`src/hdl/cga_pkg.sv`:
```
package cga_pkg;

    localparam int unsigned DataW  = 32;
    localparam int unsigned LenW   = 16;
    localparam int unsigned CountW = 3;
    localparam int unsigned AddrW  = 5;
    localparam int unsigned NumLens = 4;

    // Register indexes, one word apart on the configuration port.
    typedef enum logic [2:0] {
        REG_PART_COUNT  = 3'd0,
        REG_LEN_PART0   = 3'd1,
        REG_LEN_PART1   = 3'd2,
        REG_LEN_PART2   = 3'd3,
        REG_LEN_PART3   = 3'd4,
        REG_INNER_SIZE  = 3'd5,
        REG_AXIS_LENGTH = 3'd6
    } t_reg_idx;

    // One slot of a restoring divider chain.
    typedef struct packed {
        logic             vld;
        logic [DataW-1:0] rem;
        logic [DataW-1:0] num;
        logic [DataW-1:0] quo;
    } t_div;

    // Static configuration handed to the mapping stages.
    typedef struct packed {
        logic [NumLens-1:0][LenW-1:0] len;
        logic [LenW-1:0]              inner;
        logic [CountW-1:0]            count;
    } t_map_cfg;

endpackage

```
`src/hdl/cga_div_cell.sv`:
```
module cga_div_cell #(
    parameter int unsigned SW = 1
) (
    input  logic                        i_clk,
    input  logic                        i_rst_n,
    input  logic                        i_en,
    input  logic [cga_pkg::DataW-1:0]   i_divisor,
    input  cga_pkg::t_div               i_d,
    input  logic [SW-1:0]               i_side,
    output cga_pkg::t_div               o_d,
    output logic [SW-1:0]               o_side
);
    import cga_pkg::*;

    logic [DataW:0] trial;
    logic [DataW:0] diff;
    logic           ge;
    t_div           n_d;
    t_div           r_d;
    logic [SW-1:0]  r_side;

    // One quotient bit: bring down the next dividend bit and try a subtract.
    always_comb begin
        trial   = {i_d.rem, i_d.num[DataW-1]};
        diff    = trial - {1'b0, i_divisor};
        ge      = (trial >= {1'b0, i_divisor});
        n_d.vld = i_d.vld;
        n_d.rem = ge ? diff[DataW-1:0] : trial[DataW-1:0];
        n_d.num = {i_d.num[DataW-2:0], 1'b0};
        n_d.quo = {i_d.quo[DataW-2:0], ge};
    end

    always_ff @(posedge i_clk) begin
        if (!i_rst_n) begin
            r_d.vld <= 1'b0;
        end else if (i_en) begin
            r_d.vld <= n_d.vld;
        end
        if (i_en) begin
            r_d.rem <= n_d.rem;
            r_d.num <= n_d.num;
            r_d.quo <= n_d.quo;
            r_side  <= i_side;
        end
    end

    assign o_d    = r_d;
    assign o_side = r_side;

endmodule

```
`src/hdl/cga_div_chain.sv`:
```
module cga_div_chain #(
    parameter int unsigned NCELL = 32,
    parameter int unsigned SW    = 1
) (
    input  logic                        i_clk,
    input  logic                        i_rst_n,
    input  logic                        i_en,
    input  logic [cga_pkg::DataW-1:0]   i_divisor,
    input  cga_pkg::t_div               i_d,
    input  logic [SW-1:0]               i_side,
    output cga_pkg::t_div               o_d,
    output logic [SW-1:0]               o_side
);
    import cga_pkg::*;

    t_div          stage_d [NCELL+1];
    logic [SW-1:0] stage_s [NCELL+1];

    assign stage_d[0] = i_d;
    assign stage_s[0] = i_side;

    for (genvar g = 0; g < NCELL; g++) begin : g_cell
        cga_div_cell #(.SW(SW)) u_cell (
            .i_clk     (i_clk),
            .i_rst_n   (i_rst_n),
            .i_en      (i_en),
            .i_divisor (i_divisor),
            .i_d       (stage_d[g]),
            .i_side    (stage_s[g]),
            .o_d       (stage_d[g+1]),
            .o_side    (stage_s[g+1])
        );
    end

    assign o_d    = stage_d[NCELL];
    assign o_side = stage_s[NCELL];

endmodule

```
`config.mk`:
```
export PLATFORM = sky130hd
export DESIGN_NAME = cga_div_chain
export DESIGN_NICKNAME = d
export VERILOG_FILES = /design/src/hdl/cga_pkg.sv /design/src/hdl/cga_div_cell.sv /design/src/hdl/cga_div_chain.sv
export SDC_FILE = /design/constraint.sdc
export NUM_CORES = 2
export LEC_CHECK = 0
export ABC_CLOCK_PERIOD_IN_PS = 12400
export BUFFER_PORTS_ARGS = -buffer_cell sky130_fd_sc_hd__buf_4
export CAP_MARGIN = 20
export CORE_MARGIN = 2
export CORE_UTILIZATION = 66
export CTS_CLUSTER_SIZE = 12
export DETAILED_ROUTE_END_ITERATION = 16
export PLACE_DENSITY = 0.83
export SLEW_MARGIN = 20
export SYNTH_ARGS = -nofsm -noshare
export SYNTH_HDL_FRONTEND = slang
export SYNTH_SLANG_ARGS = --single-unit
```
`constraint.sdc`:
```
create_clock -name i_clk -period 12.4 [get_ports i_clk]
set_input_delay 1.86 -clock i_clk [delete_from_list [all_inputs] [get_ports i_clk]]
set_output_delay 1.86 -clock i_clk [all_outputs]
set_load 0.005 [all_outputs]
```
==> flow_summary.ini <==
[sta]
setup_tns_ns = 0
hold_viol_final = 0
report.final.setup_viol = 0
min_period_ns = 6.46
rsz0062_at_grt = no
period_share_pct = 52.1
slew_headroom_pct = 20.2
fin_skew_ns = 0.0508
slew_violations = 0
worst_pin_slew_ns = 1.18
fmax_mhz = 155

[cts]
cts_resized = 0
hold_buffers = 0
clk_latency_ns = 0.89
numCtsBuffers = 222
max-clock-path-buffers = 3
path_clk_slew_ns = 0.06
cts.sinks = 2112
cts_tree = done
ctsHtreeMaxLevel = 4
post-cts-setup-buffers = 0
clockRootBuffer = clkbuf_16

[setup_path]
crit_path_end_kind = flip-flop
timing.rr.end = g_cell[25].u_cell.o_d[95]
start_kind = input pin
rr_worst_depth = 13
required_ns = 12.99
reg2reg_slack_ns = 7.71
worstPathMaxFanout = 32
timing.rr.start = g_cell[24].u_cell.o_d[63]
arrival_ns = 7.05
path_class = in2reg

[hold_path]
hold_path.class = reg2reg
min_to = g_cell[28].u_cell.o_d[12]
min_from = g_cell[27].u_cell.o_d[11]
whs_path_depth = 0

[logic_synthesis]
avgSynthCellArea_sq_um = 11.3
synthesis.area_sq_mm = 0.128
synth_cell_types = 108
async_reset_ff_share_pct = 0
synth-seq-cells = 2112
yosysWarnings = 0
synth_top_area_cell = edfxtp_1
yosysSeqAreaShare_pct = 49.3
postSynthCellCount = 11361
netlist_top_cells_area = edfxtp_1 (49%), ha_1 (10%), mux2_2 (4.7%), a21oi_1 (3.7%), xnor2_1 (3.5%)
synth_edf_count = 2080
synth_top_area_share_pct = 48.8
synth_flop_cell = edfxtp_1

[pwr]
ir_drop_v = 0.000216
p_comb_share_pct = 52.2
power.internal_w = 0.0240
pwr-share-clk_pct = 16.3
p_sw_share_pct = 40.0
p_leak_nw = 54.9
total_power_w = 0.0399
switching_power_w = 0.0160
p_seq_share_pct = 31.6
power.density_mw_per_mm2 = 287

[cells_and_area]
drive_gt1_share_pct = 10.9
fillers = 13268
layout.cells.most_common = edfxtp_1
areaGrowthSynthToFinish_pct = 8.53
layout.cells.most_common_list = edfxtp_1 (2080), ha_1 (1024), a21oi_1 (951)
nets = 12699
fin_area_sq_mm = 0.139

[global_routing]
grt_pass1_vias = 88819
overflow = 0
met1_usage_pct = 42.4
grt_usage_pct = 32.0
antenna_found_initial = 8
grt_pass1_wl_mm = 497
busiest_layer = met2
grt_util_met3_pct = 4.54
grtUsageMet2_pct = 52.7
grt_max_degree = 194

[die]
die_h_microns = 444
fp.dieW_microns = 444
die_area_sq_mm = 0.198
io_pins = 231
core_area_sq_mm = 0.193
floorplan.initialDensity_pct = 66.5
rows = 161

[route]
route.detailed.drc = 0
drtIter0Drc = 8790
wl_per_cell_microns = 22.9
drtAntennaViolNets = 0
wl_mm = 325
drt_pass1_iterations = 8
vias_per_cell = 6.52
vias = 92469

[placement]
gp_congestion = 0.956
portBuffers = 166
placed_area_sq_mm = 0.132
dp_hpwl_mm = 229

[run_status]
status = finished, final reports clean

[flow_run]
cap_violations = 0
## synth_stat cells (all sizes together), types with 26 or more instances
library cell  count
o31ai            82
nand2b          120
and2             45
nor2            613
clkbuf          247
buf             108
a21boi           46
o211ai           51
o21ai           803
a211oi           93
a31oi           148
dfxtp            32
a41oi            26
edfxtp         2080
fa               32
nand4           160
or2              40
nor4             46
or3              45
nor2b           170
xnor2           507
nor3            147
mux2            564
and3            102
mux2i            94
o21bai          116
o31a             42
xor2            328
inv             358
nand2           855
a21oi           953
nand3           213
and4             29
o21a            157
a2111oi          27
a21o            538
ha             1024
## per-stage QoR
step	instances	utilization, %	setup WS (ns)	hold WS [ns]
floorplan	11392	-	6.78	0.400
finish	14190	72.2	5.94	0.399
global placement	13810	68.4	5.25	0.400
detailed placement	13811	68.5	5.10	0.405
CTS	14187	72.1	5.96	0.396
global route	14189	72.2	5.66	0.408
## cell type report
class | instances | area [sq um] | share of cell area, %
clock inverter | 112 | 1320 | 0.952
multi-input combinational | 8567 | 62200 | 44.8
antenna | 2 | 5.00 | 0.00360
clock buffer | 264 | 5760 | 4.15
timing repair buffer | 249 | 2030 | 1.46
tap | 2526 | 3160 | 2.27
sequential | 2112 | 63100 | 45.4
inverter | 358 | 1340 | 0.967
## sequential cells by signal, indices dropped and copies added (netlist names)
name,cells
g_cell.u_cell.o_side,32
g_cell.u_cell.o_d,2080
## power by group through the flow
stage | Combinational [W] | Clock [W] | Sequential [W]
after floorplan | 0.0159 | 0 | 0.0120
final | 0.0208 | 0.00650 | 0.0126
after global routing | 0.0228 | 0.00686 | 0.0128
after detailed placement | 0.0202 | 0 | 0.0127
after CTS | 0.0205 | 0.00660 | 0.0126
after global placement | 0.0196 | 0 | 0.0127
## worst max path at each step
stage	start	endpoint	slack (ns)	cells after the start
floorplan	i_divisor[1]	g_cell[18].u_cell.o_d[68]	6.78	14
global placement	i_divisor[6]	g_cell[5].u_cell.o_d[71]	5.25	15
detailed placement	i_divisor[2]	g_cell[5].u_cell.o_d[71]	5.10	15
CTS	i_divisor[2]	g_cell[5].u_cell.o_d[71]	5.96	15
global route	i_divisor[1]	g_cell[25].u_cell.o_d[81]	5.66	15
finish	i_divisor[1]	g_cell[25].u_cell.o_d[95]	5.94	15
## metal layers
layer,vias to the layer above,routed length (microns)
met5,-,0
met4,0,15700
met3,940,23200
met2,3807,153000
met1,44272,133000
li1,43450,-
## cells by family (layout without fill, tap and decap cells)
| group | Yosys count | in the layout | synth area share, % |
|---|---|---|---|
| AOI/OAI and AO/OA | 3330 | 3330 | 16.5 |
| other | 1 | 34 | 0.00293 |
| DFF | 2112 | 2112 | 49.3 |
| xor gates and xnor gates | 835 | 835 | 5.71 |
| and+or+nand+nor | 2656 | 2656 | 9.95 |
| adders and majority gates | 1056 | 1056 | 10.5 |
| muxes | 658 | 658 | 5.77 |
| buffers and inverters | 713 | 983 | 2.30 |
## critical path, cell delays in order
cell      delay [ns]
buf_4           0.28
inv_2           0.10
buf_4           0.70
ha_1            0.38
nor2b_1         0.15
o31a_1          0.28
o31ai_1         0.43
a211oi_1        0.19
nor2_1          0.24
o21ai_0         0.18
a21oi_1         0.42
o31ai_1         0.14
a31oi_1         0.68
inv_2           0.52
mux2_2          0.41
(Power assumes the default switching activity.)
