==> src/hdl/cga_pkg.sv <==
package cga_pkg;

    localparam int unsigned DataW  = 32;
    localparam int unsigned LenW   = 16;
    localparam int unsigned CountW = 3;
    localparam int unsigned AddrW  = 5;
    localparam int unsigned NumLens = 4;

    // Register indexes, one word apart on the configuration port.
    typedef enum logic [2:0] {
        REG_PART_COUNT  = 3'd0,
        REG_LEN_PART0   = 3'd1,
        REG_LEN_PART1   = 3'd2,
        REG_LEN_PART2   = 3'd3,
        REG_LEN_PART3   = 3'd4,
        REG_INNER_SIZE  = 3'd5,
        REG_AXIS_LENGTH = 3'd6
    } t_reg_idx;

    // One slot of a restoring divider chain.
    typedef struct packed {
        logic             vld;
        logic [DataW-1:0] rem;
        logic [DataW-1:0] num;
        logic [DataW-1:0] quo;
    } t_div;

    // Static configuration handed to the mapping stages.
    typedef struct packed {
        logic [NumLens-1:0][LenW-1:0] len;
        logic [LenW-1:0]              inner;
        logic [CountW-1:0]            count;
    } t_map_cfg;

endpackage

==> src/hdl/cga_map.sv <==
module cga_map (
    input  logic                        i_clk,
    input  logic                        i_rst_n,
    input  logic                        i_en,
    input  cga_pkg::t_map_cfg           i_cfg,
    input  logic                        i_vld,
    input  logic                        i_zero,
    input  logic [cga_pkg::DataW-1:0]   i_outer,
    input  logic [cga_pkg::LenW-1:0]    i_ax,
    input  logic [cga_pkg::LenW-1:0]    i_inr,
    output logic                        o_vld,
    output logic [1:0]                  o_part,
    output logic [cga_pkg::DataW-1:0]   o_src,
    output logic                        o_owned
);
    import cga_pkg::*;

    localparam int unsigned BW = LenW + 2;

    logic [NumLens-1:0][BW-1:0] base;
    logic [1:0]                 sel_part;
    logic                       sel_hit;
    logic [LenW-1:0]            sel_len;
    logic [LenW-1:0]            sel_off;
    logic [BW-1:0]              ax_w;
    logic [BW-1:0]              lim;

    // Stage A: part search.
    logic            r_a_vld;
    logic [1:0]      r_a_part;
    logic            r_a_hit;
    logic [LenW-1:0] r_a_len;
    logic [LenW-1:0] r_a_off;
    logic [DataW-1:0] r_a_outer;
    logic [LenW-1:0] r_a_inr;
    // Stage B: outer times part length.
    logic            r_b_vld;
    logic [1:0]      r_b_part;
    logic            r_b_hit;
    logic [DataW-1:0] r_b_row;
    logic [LenW-1:0] r_b_inr;
    // Stage C: scale by inner size.
    logic            r_c_vld;
    logic [1:0]      r_c_part;
    logic            r_c_hit;
    logic [DataW-1:0] r_c_src;

    logic [DataW+LenW-1:0] prod_b;
    logic [DataW+LenW-1:0] prod_c;
    logic [DataW-1:0]      n_b_row;
    logic [DataW-1:0]      n_c_src;

    always_comb begin
        ax_w     = {2'b0, i_ax};
        base[0]  = '0;
        for (int p = 1; p < NumLens; p++) begin
            base[p] = base[p-1] + {2'b0, i_cfg.len[p-1]};
        end
        sel_part = '0;
        sel_hit  = 1'b0;
        sel_len  = '0;
        sel_off  = '0;
        lim      = '0;
        for (int p = NumLens - 1; p >= 0; p--) begin
            lim = base[p] + {2'b0, i_cfg.len[p]};
            if ((CountW'(p) < i_cfg.count) && (ax_w >= base[p]) && (ax_w < lim)) begin
                sel_part = 2'(p);
                sel_hit  = 1'b1;
                sel_len  = i_cfg.len[p];
                sel_off  = i_ax - base[p][LenW-1:0];
            end
        end
    end

    assign prod_b  = r_a_outer * r_a_len;
    assign n_b_row = prod_b[DataW-1:0] + {{(DataW-LenW){1'b0}}, r_a_off};
    assign prod_c  = r_b_row * i_cfg.inner;
    assign n_c_src = prod_c[DataW-1:0] + {{(DataW-LenW){1'b0}}, r_b_inr};

    always_ff @(posedge i_clk) begin
        if (!i_rst_n) begin
            r_a_vld <= 1'b0;
            r_b_vld <= 1'b0;
            r_c_vld <= 1'b0;
        end else if (i_en) begin
            r_a_vld <= i_vld;
            r_b_vld <= r_a_vld;
            r_c_vld <= r_b_vld;
        end
        if (i_en) begin
            r_a_part  <= sel_part;
            r_a_hit   <= sel_hit && !i_zero;
            r_a_len   <= sel_len;
            r_a_off   <= sel_off;
            r_a_outer <= i_outer;
            r_a_inr   <= i_inr;
            r_b_part  <= r_a_part;
            r_b_hit   <= r_a_hit;
            r_b_row   <= n_b_row;
            r_b_inr   <= r_a_inr;
            r_c_part  <= r_b_hit ? r_b_part : 2'd0;
            r_c_hit   <= r_b_hit;
            r_c_src   <= r_b_hit ? n_c_src : '0;
        end
    end

    assign o_vld   = r_c_vld;
    assign o_part  = r_c_part;
    assign o_src   = r_c_src;
    assign o_owned = r_c_hit;

endmodule

==> config.mk <==
export PLATFORM = sky130hd
export DESIGN_NAME = cga_map
export DESIGN_NICKNAME = d
export VERILOG_FILES = /design/src/hdl/cga_pkg.sv /design/src/hdl/cga_map.sv
export SDC_FILE = /design/constraint.sdc
export NUM_CORES = 2
export LEC_CHECK = 0
export BUFFER_PORTS_ARGS = -buffer_cell sky130_fd_sc_hd__buf_4
export CORE_UTILIZATION = 30
export DETAILED_ROUTE_END_ITERATION = 10
export GPL_ROUTABILITY_DRIVEN = 0
export PLACE_DENSITY_LB_ADDON = 0.1
export SYNTH_ARGS = -nofsm -noshare
export SYNTH_HDL_FRONTEND = slang
export SYNTH_SLANG_ARGS = --single-unit
==> constraint.sdc <==
create_clock -name i_clk -period 7.8 [get_ports i_clk]
set_input_delay 0.39 -clock i_clk [delete_from_list [all_inputs] [get_ports i_clk]]
set_output_delay 0.39 -clock i_clk [all_outputs]
set_load 0.005 [all_outputs]
==> results.cfg <==
[outcome]
outcome = finished clean

[worst_hold_path]
hold_path.class = in2reg
hold_depth = 1
hold_end = r_a_outer[18]
hp-start = i_outer[18]

[worst_setup_path]
crit_slowest_cell = a221oi_1
crit_family = compound AO/OA/AOI/OAI gates
cp_max_fo = 30
timing.rr.end = o_src[30]
cpPeakStageDelay_ns = 0.45
path_class = in2reg
endpoint_kind = flop
crit_path_frequent_cell = a21o_1
critPathRequiredTime_ns = 8.08
crit_path_start_kind = primary input
r2r-start = r_b_row[9]
rr_worst_depth = 23
ff2ff_setup_slack_ns = 0.78
cp.arrival_ns = 7.35
crit_buf_inv = 3
worst-path-stages = 37

[sta]
drv_slew = 0
worst_pin_slew_ns = 0.9781
setup_viol = 0
fin_setup_tns_ns = 0
hold_violations = 0
rsz0062_at_grt = false
skew_ns = 0.03356
slew_headroom_pct = 34.80
final.min_clock_period_ns = 7.065
max_freq_mhz = 141.5
period_share_pct = 90.58

[synthesis]
ys_seq_area_share_pct = 14.71
ys_seq_elements = 172
synth.avg_cell_area_sq_um = 9.188
yosys-top-cells-area = fa_1 37%, edfxtp_1 15%, ha_1 10%
yosys.area.top_type = fa_1
syn-cell-area_sq_mm = 0.03491
synth_ff_type = edfxtp_1
synth_edf_count = 169
synth-warning-count = 0
synth_top_area_share_pct = 36.93
postSynthCellCount = 3800
async_reset_ff_share_pct = 0
ys_types = 67
syn_nets = 4877

[die]
die-area_sq_mm = 0.1177
fp-row-count = 124
fp.dieH_microns = 343.1
core_sq_mm = 0.1148
initial_utilization_pct = 30.41
die_w_microns = 343.1
ios = 188

[clocking]
cts_setup_buffers = 0
cts_root_buffer = clkbuf_16
clkTransAtPathRegs_ns = 0.08
h-tree-depth = 4
clock_path_buffers = 2
worstSkewPairLatency_ns = 0.54
cts_inserted_buffers = 17
cts.sinks = 172
cts_tree = built

[routing]
wl_per_cell_microns = 19.35
ant_nets = 0
drt_first_pass_iters = 5
routed_wirelength_mm = 106.1
drc = 0
routed_via_density = 4.643
vias = 25469
drt-initial-drc-count = 999

[grt]
grt_pass1_vias = 28036
grt_max_degree = 64
grt_pass1_wl_mm = 166.6
grt_usage_pct = 18.67
grt_antenna_before_repair = 1
grt_overflow = 0

[finish]
layout_commonest_cell = inv_1
fillCellCount = 12108
drive_above_1_share_pct = 7.526
final_cells = 5486
fin_nets = 5037
synthToLayoutAreaGrowth_pct = 12.23
final_core_util_pct = 34.13
final_cell_mix = 802 x inv_1, 644 x fa_1, 595 x nand2_1

[placement]
dpl.hpwl_mm = 86.55
portBuffers = 187
dp_cells = 5414

[flow_run]
cap_viol_max_count = 0
## state kept, by name, summed over array words and instances, names as in the netlist
signal	count
o_part	2
r_b_vld	1
o_owned	1
o_vld	1
r_b_inr	16
r_a_outer	32
r_a_part	2
r_b_part	2
r_a_inr	16
r_a_len	16
r_b_row	32
r_a_off	16
r_a_vld	1
o_src	32
r_b_hit	1
r_a_hit	1
## final cells by class
cell class	instances	area [sq um]	share of cell area, %
clock buffer	17	425.4	1.086
inverter	804	3018	7.702
sequential	172	5135	13.11
multi-input combinational	2677	26220	66.91
antenna	1	2.502	0.006387
clock inverter	15	215.2	0.5492
tap	1512	1892	4.828
timing repair buffer	288	2278	5.815
## worst reg2reg max path, cell delays in order, from the launching register on
cell	delay, ns
edfxtp_1	0.95
nand2_1	0.19
fa_1	0.56
inv_1	0.05
fa_1	0.48
inv_1	0.05
fa_1	0.49
inv_1	0.06
fa_1	0.53
inv_1	0.05
fa_1	0.47
inv_1	0.05
fa_1	0.43
ha_1	0.35
a21o_1	0.19
a21o_1	0.18
a21o_1	0.19
a211o_1	0.29
a21o_1	0.19
a21oi_1	0.32
o21ai_0	0.15
a21o_1	0.21
a31oi_1	0.21
mux2i_1	0.21
## layer usage
| layer | GRT usage, % | share of wire [%] | up-vias |
|---|---|---|---|
| li1 | - | - | 12044 |
| met1 | 24.86 | 47 | 12935 |
| met2 | 32.42 | 49 | 399 |
| met3 | 1.895 | 2.3 | 91 |
| met4 | 4.389 | 1.8 | 0 |
| met5 | 0 | 0 | - |
## logic make-up (layout without fill, tap and decap cells)
family                     Yosys count  count (layout)  synth area share [%]
AOI/OAI and AO/OA                  429             429                 8.311
xor gates and xnor gates           176             176                 4.415
adders and majority gates          925             925                 47.00
buffers and inverters              951            1124                 10.26
DFF                                172             172                 14.71
muxes                                4               4                0.1147
other                                0               1                     0
and+or+nand+nor                   1143            1143                 15.19
## stage by stage
step	instance area (sq um)	hold slack [ns]	setup WS [ns]
after floorplan	34910	0.4003	0.9727
after global placement	38150	0.4040	0.3222
after detailed placement	38150	0.4045	0.2229
after CTS	39180	0.0007819	0.6982
after global routing	39180	0.01007	0.1573
final	39180	0.05260	0.7348
## how the worst max path moves through the flow
stage | from | endpoint
6_report | i_cfg[19] | r_a_off[9]
5_1_grt | i_cfg[19] | r_a_len[0]
4_1_cts | r_b_row[9] | o_src[30]
3_5_place_dp | i_cfg[19] | r_a_off[9]
3_3_place_gp | i_cfg[19] | r_a_off[9]
2_1_floorplan | i_cfg[19] | r_a_off[9]
## Yosys cell counts, drive strengths merged, types with 14 or more instances
cell      n
fa      644
o21ai    72
inv     803
nand3    20
o21bai   14
edfxtp  169
a21oi    98
nor2b    20
nand2   595
o21a     30
nor2    124
a211oi   21
xor2     55
ha      281
clkbuf  142
nor3     37
xnor2   121
a21o     59
nand2b   19
and2    278
a22oi    19
a221oi   29
## what timing repair did
item | 4_1_cts | 5_1_grt
gates resized for setup | 0 | 0
hold buffers | 39 | 0
hold endpoints to repair | 39 | 0
Power is left out: the tool's default activity adds up to more than one toggle a clock period on the data nets, which glitch-free logic cannot reach.
